<file path="config.mk">
export PLATFORM = sky130hd
export DESIGN_NAME = button_debounce_hold_click_top
export DESIGN_NICKNAME = d
export VERILOG_FILES = /design/src/rtl/bdhc_pkg.sv /design/src/rtl/bdhc_cfg.sv /design/src/rtl/bdhc_core.sv /design/src/rtl/button_debounce_hold_click_top.sv
export VERILOG_INCLUDE_DIRS = /design/src /design/src/rtl
export SDC_FILE = /design/constraint.sdc
export NUM_CORES = 1
export LEC_CHECK = 0
export BUFFER_PORTS_ARGS = -buffer_cell sky130_fd_sc_hd__clkbuf_2
export CAP_MARGIN = 10
export CORE_ASPECT_RATIO = 0.6
export CORE_UTILIZATION = 50
export CTS_CLUSTER_DIAMETER = 120
export DETAILED_ROUTE_END_ITERATION = 10
export PLACE_DENSITY_LB_ADDON = 0.12
export SYNTH_ARGS = -nofsm -noshare
export SYNTH_HDL_FRONTEND = slang
export SYNTH_SLANG_ARGS = --single-unit
</file>
<file path="constraint.sdc">
create_clock -name clk -period 8.6 [get_ports clk]
set_input_delay 0.86 -clock clk [delete_from_list [all_inputs] [get_ports clk]]
set_output_delay 0.86 -clock clk [all_outputs]
set_load 0.005 [all_outputs]
</file>
<file path="src/rtl/button_debounce_hold_click_top_macros.svh">
// Assertion macros shared by the button qualifier RTL.
`ifndef BUTTON_DEBOUNCE_HOLD_CLICK_TOP_MACROS_SVH
`define BUTTON_DEBOUNCE_HOLD_CLICK_TOP_MACROS_SVH

`ifndef SYNTHESIS

// Check a property on every rising edge outside reset.
`define BDHC_ASSERT(name, clk, rst_n, prop, msg) \
	name: assert property (@(posedge clk) disable iff (!rst_n) prop) \
		else $error(msg);

// Check a property on every rising edge, reset included.
`define BDHC_ASSERT_ALWAYS(name, clk, prop, msg) \
	name: assert property (@(posedge clk) prop) \
		else $error(msg);

`else

`define BDHC_ASSERT(name, clk, rst_n, prop, msg)

`define BDHC_ASSERT_ALWAYS(name, clk, prop, msg)

`endif

`endif

</file>
<file path="src/rtl/bdhc_pkg.sv">
// Types, codes and reset values for the button qualifier.
`default_nettype none

package bdhc_pkg;

	localparam int TIME_WIDTH_DEF = 32;
	localparam int ADDR_W = 4;
	localparam int DATA_W = 32;

	localparam logic [31:0] DEBOUNCE_RST = 32'd50;
	localparam logic [31:0] HOLD_RST     = 32'd1000;
	localparam logic        INACTIVE_RST = 1'b1;

	// Register indexes (byte address bits [3:2])
	localparam logic [1:0] REG_DEBOUNCE = 2'd0;
	localparam logic [1:0] REG_HOLD     = 2'd1;
	localparam logic [1:0] REG_INACTIVE = 2'd2;

	// Item operations
	localparam logic [1:0] OP_POLL    = 2'd0;
	localparam logic [1:0] OP_PRESS   = 2'd1;
	localparam logic [1:0] OP_CLICK   = 2'd2;
	localparam logic [1:0] OP_RELEASE = 2'd3;

	typedef enum logic [1:0] {
		IN_RELEASED = 2'd0,
		IN_DEBOUNCE = 2'd1,
		IN_PRESSED  = 2'd2,
		IN_HOLDING  = 2'd3
	} in_phase_t;

	typedef enum logic [2:0] {
		OUT_IDLE        = 3'd0,
		OUT_RELEASE     = 3'd1,
		OUT_PRESS       = 3'd2,
		OUT_CLICK_PRESS = 3'd3,
		OUT_CLICK_WAIT  = 3'd4
	} out_phase_t;

	typedef struct packed {
		logic [1:0]  operation;
		logic [31:0] now_time;
		logic        pin_level;
	} item_t;

	typedef struct packed {
		logic       command_accepted;
		logic       drive_write;
		logic       drive_level;
		logic       press_event;
		logic       hold_event;
		logic       release_event;
		logic       click_event;
		logic [1:0] button_state;
	} result_t;

	typedef struct packed {
		logic [31:0] settle_ticks;
		logic [31:0] long_press_ticks;
		logic        inactive_level;
	} cfg_t;

endpackage

`default_nettype wire

</file>
<file path="src/rtl/bdhc_cfg.sv">
// Configuration registers behind the APB-style port.
`default_nettype none

module bdhc_cfg (
	input  wire logic                       clk,
	input  wire logic                       arst_n,
	input  wire logic                       psel,
	input  wire logic                       penable,
	input  wire logic                       pwrite,
	input  wire logic [bdhc_pkg::ADDR_W-1:0] paddr,
	input  wire logic [bdhc_pkg::DATA_W-1:0] pwdata,
	output logic      [bdhc_pkg::DATA_W-1:0] prdata,
	output logic                            pready,
	output bdhc_pkg::cfg_t                  cfg
);
	import bdhc_pkg::*;

	cfg_t       cfg_q;
	logic       wr_en;
	logic [1:0] reg_idx;

	assign pready  = 1'b1;
	assign reg_idx = paddr[3:2];
	assign wr_en   = psel && penable && pwrite && pready;

	always_ff @(posedge clk or negedge arst_n) begin
		if (!arst_n) begin
			cfg_q.settle_ticks     <= DEBOUNCE_RST;
			cfg_q.long_press_ticks <= HOLD_RST;
			cfg_q.inactive_level   <= INACTIVE_RST;
		end else if (wr_en) begin
			case (reg_idx)
				REG_DEBOUNCE: cfg_q.settle_ticks     <= pwdata;
				REG_HOLD:     cfg_q.long_press_ticks <= pwdata;
				REG_INACTIVE: cfg_q.inactive_level   <= pwdata[0];
				default: ;
			endcase
		end
	end

	always_comb begin
		case (reg_idx)
			REG_DEBOUNCE: prdata = cfg_q.settle_ticks;
			REG_HOLD:     prdata = cfg_q.long_press_ticks;
			REG_INACTIVE: prdata = {{(DATA_W-1){1'b0}}, cfg_q.inactive_level};
			default:      prdata = '0;
		endcase
	end

	assign cfg = cfg_q;

endmodule

`default_nettype wire

</file>
<file path="src/rtl/bdhc_core.sv">
// Output drive machine and input qualifier machine, one item per cycle while adv is high.
`default_nettype none
`include "button_debounce_hold_click_top_macros.svh"

module bdhc_core #(
	parameter int TIME_WIDTH = bdhc_pkg::TIME_WIDTH_DEF
) (
	input  wire logic              clk,
	input  wire logic              arst_n,
	input  wire logic              adv,
	input  bdhc_pkg::item_t        item,
	input  bdhc_pkg::cfg_t         cfg,
	output bdhc_pkg::result_t      result
);
	import bdhc_pkg::*;

	localparam int CMP_W = (TIME_WIDTH > 32) ? TIME_WIDTH : 32;

	in_phase_t               in_phase_q, in_phase_d;
	out_phase_t              out_phase_q, out_phase_d;
	logic [TIME_WIDTH-1:0]   in_mark_q, in_mark_d;
	logic [TIME_WIDTH-1:0]   out_mark_q, out_mark_d;
	logic                    drive_q, drive_d;

	logic [TIME_WIDTH-1:0]   now_t;
	logic [TIME_WIDTH-1:0]   mark_eff;
	logic [TIME_WIDTH-1:0]   in_elapsed;
	logic [TIME_WIDTH-1:0]   out_elapsed;
	logic                    deb_ok, hold_ok, click_done;
	logic                    pin_active;
	logic                    is_poll;

	always_ff @(posedge clk or negedge arst_n) begin
		if (!arst_n) begin
			in_phase_q  <= IN_RELEASED;
			out_phase_q <= OUT_IDLE;
			in_mark_q   <= '0;
			out_mark_q  <= '0;
			drive_q     <= 1'b0;
		end else if (adv) begin
			in_phase_q  <= in_phase_d;
			out_phase_q <= out_phase_d;
			in_mark_q   <= in_mark_d;
			out_mark_q  <= out_mark_d;
			drive_q     <= drive_d;
		end
	end

	// Elapsed times wrap modulo the timer width
	assign now_t       = TIME_WIDTH'(item.now_time);
	assign mark_eff    = (in_phase_q == IN_RELEASED) ? now_t : in_mark_q;
	assign in_elapsed  = now_t - mark_eff;
	assign out_elapsed = now_t - out_mark_q;
	assign deb_ok      = CMP_W'(in_elapsed) >= CMP_W'(cfg.settle_ticks);
	assign hold_ok     = (cfg.long_press_ticks != '0) &&
	                     (CMP_W'(in_elapsed) >= CMP_W'(cfg.long_press_ticks));
	assign click_done  = CMP_W'(out_elapsed) >= CMP_W'(cfg.settle_ticks);
	assign pin_active  = item.pin_level != cfg.inactive_level;
	assign is_poll     = item.operation == OP_POLL;

	always_comb begin
		in_phase_d  = in_phase_q;
		out_phase_d = out_phase_q;
		in_mark_d   = in_mark_q;
		out_mark_d  = out_mark_q;
		drive_d     = drive_q;
		result      = '0;

		case (item.operation)
			OP_PRESS, OP_CLICK: begin
				if (out_phase_q == OUT_IDLE) begin
					out_phase_d = (item.operation == OP_PRESS) ? OUT_PRESS : OUT_CLICK_PRESS;
					result.command_accepted = 1'b1;
				end
			end
			OP_RELEASE: begin
				if (out_phase_q == OUT_PRESS) begin
					out_phase_d = OUT_RELEASE;
					result.command_accepted = 1'b1;
				end
			end
			default: begin
				case (out_phase_q)
					OUT_CLICK_PRESS: begin
						out_phase_d = OUT_CLICK_WAIT;
						out_mark_d  = now_t;
						drive_d     = 1'b1;
						result.drive_write = 1'b1;
					end
					OUT_PRESS: begin
						drive_d = 1'b1;
						result.drive_write = 1'b1;
					end
					OUT_CLICK_WAIT: begin
						if (click_done)
							out_phase_d = OUT_RELEASE;
					end
					OUT_RELEASE: begin
						drive_d     = 1'b0;
						out_phase_d = OUT_IDLE;
						result.drive_write = 1'b1;
					end
					default: ;
				endcase

				if (!pin_active) begin
					result.release_event = (in_phase_q == IN_PRESSED) ||
					                       (in_phase_q == IN_HOLDING);
					result.click_event   = in_phase_q == IN_PRESSED;
					in_phase_d = IN_RELEASED;
				end else begin
					in_mark_d = mark_eff;
					// Press and hold may both land in the same tick
					case (in_phase_q)
						IN_RELEASED, IN_DEBOUNCE: begin
							if (deb_ok) begin
								result.press_event = 1'b1;
								if (hold_ok) begin
									result.hold_event = 1'b1;
									in_phase_d = IN_HOLDING;
								end else begin
									in_phase_d = IN_PRESSED;
								end
							end else begin
								in_phase_d = IN_DEBOUNCE;
							end
						end
						IN_PRESSED: begin
							if (hold_ok) begin
								result.hold_event = 1'b1;
								in_phase_d = IN_HOLDING;
							end
						end
						default: ;
					endcase
				end
			end
		endcase

		result.drive_level  = drive_d ? ~cfg.inactive_level : cfg.inactive_level;
		result.button_state = in_phase_d;
	end

	`BDHC_ASSERT(a_click_wait_drives, clk, arst_n,
		out_phase_q == OUT_CLICK_WAIT |-> drive_q,
		"click wait phase without active drive")
	`BDHC_ASSERT(a_idle_released, clk, arst_n,
		out_phase_q == OUT_IDLE |-> !drive_q,
		"idle output phase with active drive")
	`BDHC_ASSERT(a_cmd_keeps_drive, clk, arst_n,
		adv && !is_poll |=> drive_q == $past(drive_q),
		"command item changed the pin drive")

endmodule

`default_nettype wire

</file>
<file path="src/rtl/button_debounce_hold_click_top.sv">
// Top level of the button qualifier: input register, core logic, result register.
//
//   channel  direction  handshake                 payload
//   item     in         item_valid / item_stall   bdhc_pkg::item_t
//   result   out        result_valid / result_stall bdhc_pkg::result_t
//   config   in         APB-style psel/penable    32-bit registers at 0x0, 0x4, 0x8
//
// One item per clock while the result is not stalled. An accepted item sits in the
// input register while the core machines and three elapsed-time compares work out
// its result, which loads into the result register once the output is free;
// result_valid is registered alongside it.
// arst_n clears both phases, the time marks, the drive and all valid flags;
// configuration returns to its default values. There is no clearing pass.
// A stalled result holds the input register, and item_stall rises only when both
// registers are full.
`default_nettype none
`include "button_debounce_hold_click_top_macros.svh"

module button_debounce_hold_click_top #(
	parameter int TIME_WIDTH = bdhc_pkg::TIME_WIDTH_DEF
) (
	input  wire logic                       clk,
	input  wire logic                       arst_n,
	input  wire logic                       item_valid,
	output logic                            item_stall,
	input  bdhc_pkg::item_t                 item,
	output logic                            result_valid,
	input  wire logic                       result_stall,
	output bdhc_pkg::result_t               result,
	input  wire logic                       psel,
	input  wire logic                       penable,
	input  wire logic                       pwrite,
	input  wire logic [bdhc_pkg::ADDR_W-1:0] paddr,
	input  wire logic [bdhc_pkg::DATA_W-1:0] pwdata,
	output logic      [bdhc_pkg::DATA_W-1:0] prdata,
	output logic                            pready
);
	import bdhc_pkg::*;

	cfg_t    cfg;
	item_t   item_s1;
	logic    valid_s1;
	result_t res_d;
	result_t res_q;
	logic    res_valid_q;
	logic    out_free;
	logic    adv;
	logic    take;

	assign out_free   = !res_valid_q || !result_stall;
	assign adv        = valid_s1 && out_free;
	assign item_stall = valid_s1 && !out_free;
	assign take       = item_valid && !item_stall;

	always_ff @(posedge clk or negedge arst_n) begin
		if (!arst_n)
			valid_s1 <= 1'b0;
		else if (take || adv)
			valid_s1 <= take;
	end

	always_ff @(posedge clk) begin
		if (take)
			item_s1 <= item;
	end

	bdhc_cfg u_cfg (
		.clk     (clk),
		.arst_n  (arst_n),
		.psel    (psel),
		.penable (penable),
		.pwrite  (pwrite),
		.paddr   (paddr),
		.pwdata  (pwdata),
		.prdata  (prdata),
		.pready  (pready),
		.cfg     (cfg)
	);

	bdhc_core #(
		.TIME_WIDTH (TIME_WIDTH)
	) u_core (
		.clk    (clk),
		.arst_n (arst_n),
		.adv    (adv),
		.item   (item_s1),
		.cfg    (cfg),
		.result (res_d)
	);

	always_ff @(posedge clk or negedge arst_n) begin
		if (!arst_n)
			res_valid_q <= 1'b0;
		else if (out_free)
			res_valid_q <= valid_s1;
	end

	always_ff @(posedge clk) begin
		if (adv)
			res_q <= res_d;
	end

	assign result_valid = res_valid_q;
	assign result       = res_q;

	`BDHC_ASSERT(a_click_has_release, clk, arst_n,
		result_valid && result.click_event |-> result.release_event,
		"click without release")
	`BDHC_ASSERT(a_hold_state, clk, arst_n,
		result_valid && result.hold_event |-> result.button_state == IN_HOLDING,
		"hold event outside holding phase")
	`BDHC_ASSERT(a_stall_full, clk, arst_n,
		item_stall |-> valid_s1 && res_valid_q && result_stall,
		"input stalled with room in the pipeline")
	`BDHC_ASSERT_ALWAYS(a_reset_empty, clk,
		!arst_n |=> !result_valid && !valid_s1,
		"valid flags not cleared by reset")

endmodule

`default_nettype wire
</file>
Yosys cells after proc, flatten, opt, wreduce, memory -nomap -nowiden

Cells that the tools add are included.

Bitwise logic cells: 4
Equal/unequal tests: 16
Magnitude comparators: 3
Shifts and indexed selects: 0
Multiply operators: 0
Divide/modulo/power cells: 0
Reduce and logical (&&, ||, !) cells: 32
Add/subtract/negate cells: 2
Multiplexer cells: 24

Operators with widths:

| cell                 | count |
|---|---|
| $ge A32 B32 Y1       | 3 |
| $pmux W32 S3         | 1 |
| $sub A32 B32 Y32     | 2 |
| $mux W32             | 1 |
| $reduce_bool A32 Y1  | 1 |
| $eq A2 B2 Y1 const B | 5 |
| $mux W2              | 5 |
| $mux W3              | 3 |
| $pmux W3 S3          | 1 |
| $mux W1              | 8 |
| $reduce_or A4 Y1     | 2 |
| $eq A2 B1 Y1 const B | 3 |
| $eq A3 B2 Y1 const B | 2 |
| $logic_and A1 B1 Y1  | 6 |
| $pmux W1 S2          | 3 |
| $pmux W3 S2          | 1 |
| $reduce_and A2 Y1    | 3 |
| $reduce_and A3 Y1    | 2 |
| $reduce_or A2 Y1     | 3 |
| $reduce_or A3 Y1     | 2 |
| $reduce_and A5 Y1    | 1 |
| $reduce_bool A5 Y1   | 1 |
| $reduce_or A5 Y1     | 1 |
| $logic_not A1 Y1     | 4 |
| other kinds (10)     | 17 |

ROM bits: 0
Latch bits: 0
Memories: 0
Memory bits (writable): 0
Register bits after elaboration: 181

Longest topological paths before layout

Depth after elaboration: 10
Mapped depth: 28

By module

A second synthesis with hierarchy kept.

Cell total of the unflattened synthesis: 1372
Area total of the unflattened synthesis: 13648.1 um^2

By module, submodules not included:

| module                         | instances | cells each | area an instance (um^2) |
|---|---|---|---|
| bdhc_core                      | 1         | 1104       | 9166.3 |
| bdhc_cfg                       | 1         | 216        | 3067.9 |
| button_debounce_hold_click_top | 1         | 52         | 1413.9 |

Worst setup path before layout

No wires, ideal clock.

Path kind: reg2reg
Start point: register u_core.in_phase_q[1]
End point: register res_q, in the netlist result[0], data pin
Data required time: 8322 ps
Setup time: 278 ps
Data arrival time: 5019 ps
Cell stages (with the launch flop): 25
Path slack: 3303 ps
Period minus slack after synthesis: 5297 ps
Cells stage by stage: dfrtp_1 > buf_6 > nor2_2 > buf_2 > buf_1 > mux2i_1 > ha_1 > a21oi_1 > nor2b_1 > o21ai_0 > nand2b_1 > a21o_1 > a211oi_1 > a21oi_1 > or3b_1 > buf_4 > mux2i_1 > o2111ai_1 > ha_1 > a21o_1 > a21o_1 > a21oi_1 > o21ai_0 > o21ai_0 > a41oi_1

RTL lines:

| element                | line                                  | RTL |
|---|---|---|
| start, declared        | bdhc_core.sv:19                       | `in_phase_t in_phase_q, in_phase_d;` |
| start signal, assigned | bdhc_core.sv:41                       | `in_phase_q <= in_phase_d;` |
| end signal, assigned   | button_debounce_hold_click_top.sv:100 | `res_q <= res_d;` |
| end, declared          | button_debounce_hold_click_top.sv:44  | `result_t res_q;` |

==> reports/qor.tcl <==
set qor(clockBufferDepth) 2
set qor(combinational_group_share_of_total_power_pct) 63.1
set qor(fp.dieH_um) 126
set qor(register_area_um2) 4760
set qor(detailedRoute.firstPassIterationCount) 5
set qor(ctsHoldBuffers) 0
set qor(synth_nets) 1617
set qor(sw_frac_of_total_pct) 45.8
set qor(critical_path.reg2reg.startpoint) {u_core.in_phase_q[1]$_DFFE_PN0P_}
set qor(tritoncts) {yes}
set qor(finalWeightedCongestion) 0.898
set qor(syn_to_final_growth_pct) 11.9
set qor(yosys.cell_types.count) 74
set qor(clkSinkCount) 181
set qor(global_route.usage.total_pct) 26.2
set qor(tritoncts.num_buffers) 17
set qor(globalRouteOverflowTotal) 0
set qor(synth.cell_area_um2) 12900
set qor(fp.coreArea_um2) 25300
set qor(syn-mean-instance-area_um2) 9.31
set qor(critical-path-top-cell-by-count) {a21oi_1}
set qor(avgViaCountPerCell) 5.63
set qor(intPower_mw) 3.21
set qor(maximum_number_of_pins_on_one_net_before_global_route_repair) 77
set qor(io-pin-count) 122
set qor(clockRootBuffer) {clkbuf_16}
set qor(worst-setup-path-type) {reg2reg}
set qor(tightest_slew_ns) 1.13
set qor(finalNonFillerCells) 1825
set qor(num_rows) 45
set qor(final_max_slew_viol_count) 0
set qor(cts_repair_resize_count) 0
set qor(power.sequential.fraction_pct) 22.5
set qor(dr.first_iter.drc_count) 1093
set qor(maxSlewHeadroom_pct) 24.5
set qor(timing.fmax_mhz) 160
set qor(worstPathRequired_ns) 8.78
set qor(drive_gt1_share_pct) 15.2
set qor(min-delay-path-class) {in2async}
set qor(cp-start-kind) {register}
set qor(critical-path-slowest-cell) {dfrtp_1}
set qor(critPathMaxFanout) 22
set qor(initial_antenna_violation_count) 0
set qor(warnings_synthesis) 0
set qor(tns_ns) 0
set qor(sequential_to_total_area_share_from_yosys_stat_pct) 37.0
set qor(crit_chain) {nor2_4, buf_4, mux2i_1, ha_1, a21oi_1, o21bai_1, a31o_1, nor3_1, a21oi_1, nand4_1, a21oi_1, or3b_1, mux2i_1, o2111ai_1, ha_1, nand4_1, nor2_1, o2111ai_1, a211oi_1, o22ai_1, nand2b_1, a41oi_1}
set qor(htreeDepth) 4
set qor(drc_violation_count_after_routing) 0
set qor(cts_post_setup_buffers_inserted) 0
set qor(initial_core_util_pct) 50.9
set qor(ys_async_sr_fraction_pct) 75.7
set qor(rsz_0062_raised_after_global_routing) {no}
set qor(detail-route-antenna-nets) 0
set qor(portBuffers) 118
set qor(area_occupied_by_multi_input_gates_um2) 7500
set qor(syn_inst) 1381
set qor(via_count) 10300
set qor(vdd_ir_drop_max_mv) 0.186
set qor(crit_buf_inv) 1
set qor(p_sw_mw) 2.72
set qor(power.density_nw_per_um2) 412
set qor(clock_power_share_pct) 14.4
set qor(layout_nets) 1719
set qor(report.final.setup_viol) 0
set qor(number_of_enable_flip_flop_cells_after_synthesis) 44
set qor(number_of_fill_cells_in_the_layout) 2254
set qor(clk_transition_reported_paths_ns) 0.07
set qor(timing.critical_path.max_delay_family) {compound AO/OA/AOI/OAI gates}
set qor(utilization_pct) 56.9
set qor(report.final.hold_viol_count) 0
set qor(setup_clock_skew_after_layout_ns) 0.0104
set qor(arrival_ns) 6.41
set qor(layout_min_cycle_time_ns) 6.24
set qor(power.static_leakage_nw) 6.70
set qor(postSynth.topFlopCell) {dfrtp_1}
set qor(diodes) 0
set qor(wire_per_inst_um) 18.2
set qor(max_cap_violations) 0
set qor(dpl.cell_count) 1793
set qor(hpwlAfterDp_um) 26100
set qor(p_total_mw) 5.93
set qor(period_share_pct) 72.5
set qor(critPathLaunch) {u_core.in_phase_q[1]$_DFFE_PN0P_}
set qor(clk-insertion-delay-late_ns) 0.46
set qor(global_route_wire_length_before_repair_um) 52000
set qor(number_of_global_route_vias_before_repair) 9222
set qor(chipWidth_um) 209
set qor(run_status) {finished clean}
set qor(die-area_um2) 26400
set qor(postSynthRegisterBits) 181
set qor(setup.worst_path.end_class) {register}
set qor(drt-total-wl_um) 33200
set qor(hold-worst-slack_ns) 0.416
set qor(slowest_delay_ns) 0.57
-- worst reg2reg max path, delay by kind of cell (launching register included) --
kind | cells | cell delay, ns
mux | 2 | 0.50
flops | 1 | 0.57
simple gates | 7 | 1.74
compound gates | 10 | 1.97
buf+inv | 1 | 0.44
fa+ha+maj | 2 | 0.74
-- metal layers --
metal  global-route usage [%]  wire length (µm)
met5                        0                 0
met4                     4.50               248
met3                     6.08              2160
met2                     32.7             11800
met1                     44.0             18900
-- cells in the mapped netlist, types with 4 or more instances --
master     count  area (µm²)
xor2_1        20         175
dfstp_2       10         263
a211oi_1      14         105
nor2b_1       22         138
nor3_1        15        75.1
a21oi_1       93         465
inv_1        116         435
mux2i_1       60         601
mux2_2        39         439
buf_1          5        18.8
nor4_1        11        68.8
o31ai_1        7        52.6
o21ai_0      113         566
a31oi_1        6        37.5
clkbuf_1      30         113
nand2b_1      17         106
and3_1         7        43.8
a41oi_1        5        43.8
nand3_1       17        85.1
a21o_1        34         255
o211ai_1       4        30.0
nand4_1       16         100
and2_1         5        31.3
nand2_1      128         480
xnor2_1       41         359
ha_1         157        1960
o21ai_1        6        30.0
o21a_1        17         128
dfrtp_1      127        3180
edfxtp_1      44        1320
o2111ai_1      5        43.8
o21bai_1       6        45.0
nor2_1       119         447
-- area by class of cell --
| type | instances | share of cell area (%) |
|---|---|---|
| multi-input cells | 1043 | 52.2 |
| flip-flops and latches | 181 | 33.1 |
| clock buffers | 23 | 3.33 |
| repair buffers | 124 | 4.46 |
| well taps | 329 | 2.86 |
| clock inverters | 9 | 1.04 |
| inverters | 116 | 3.03 |
-- registers in the layout, indices dropped and copies added, names as in the netlist --
signal,count
u_core.drive_q,1
u_core.in_mark_q,32
u_core.out_phase_q,3
u_core.in_phase_q,2
result_valid,1
u_core.out_mark_q,32
item_s1,35
result,9
valid_s1,1
u_cfg.cfg,65
-- placed cells by master, fill, tap and decap left out, types with 4 or more instances in the layout --
cell       count
dfrtp_1      127
nand2_1      128
nand3_1       17
inv_1        116
a21o_1        34
dfstp_2       10
nand4_1       16
and2_1         4
mux2i_1       60
a21oi_1       93
buf_4          6
bufinv_16      4
mux2_2        39
a41oi_1        5
o21ai_1        6
nor2_1       118
o31ai_1        7
clkbuf_2     117
o21a_1        17
nor3_1        14
clkbuf_1       4
nor4_1        11
nand2b_1      17
xnor2_1       41
and3_1         7
a211oi_1      14
xor2_1        20
o211ai_1       4
edfxtp_1      44
a31oi_1        6
ha_1         157
o21bai_1       6
nor2b_1       22
o21ai_0      113
clkbuf_16     18
o2111ai_1      5
-- logic make-up after synthesis --
family | after synthesis | synth area share (%)
AOI/OAI and AO/OA | 341 | 16.6
xor gates and xnor gates | 61 | 4.16
adders and majority gates | 162 | 15.8
buffers and inverters | 157 | 4.78
DFF | 181 | 37.0
muxes | 99 | 8.09
other | 1 | 0.0292
and+or+nand+nor | 379 | 13.6
-- per-stage QoR --
stage,setup slack [ns],area (µm²)
2_1_floorplan,3.30,12900
3_3_place_gp,2.55,13800
3_5_place_dp,2.48,13800
4_1_cts,2.45,14400
5_1_grt,2.10,14400
6_report,2.36,14400
-- power by group through the flow --
stage / sequential (mW) / combinational [mW] / clock [mW]
3_3_place_gp: 1.34 / 3.52 / 0
5_1_grt: 1.37 / 4.17 / 0.904
3_5_place_dp: 1.35 / 3.65 / 0
6_report: 1.33 / 3.74 / 0.852
2_1_floorplan: 1.27 / 2.74 / 0
4_1_cts: 1.33 / 3.68 / 0.867
-- worst paths after layout --
check | slack [ns] | cells past startpoint | end
hold / removal | 0.42 | 1 | u_cfg.cfg[36]$_DFFE_PN0P_
setup reg to reg | 2.36 | 22 | result[0]$_DFFE_PP_
hold reg to reg | 0.49 | 2 | u_core.out_mark_q[2]$_DFFE_PN0P_
setup / recovery | 2.36 | 22 | result[0]$_DFFE_PP_
min in group clk | 0.49 | 2 | u_core.out_mark_q[2]$_DFFE_PN0P_
max in group asynchronous | 6.87 | 2 | u_core.out_mark_q[26]$_DFFE_PN0P_
Note: power is estimated with default switching activity, not from simulation.
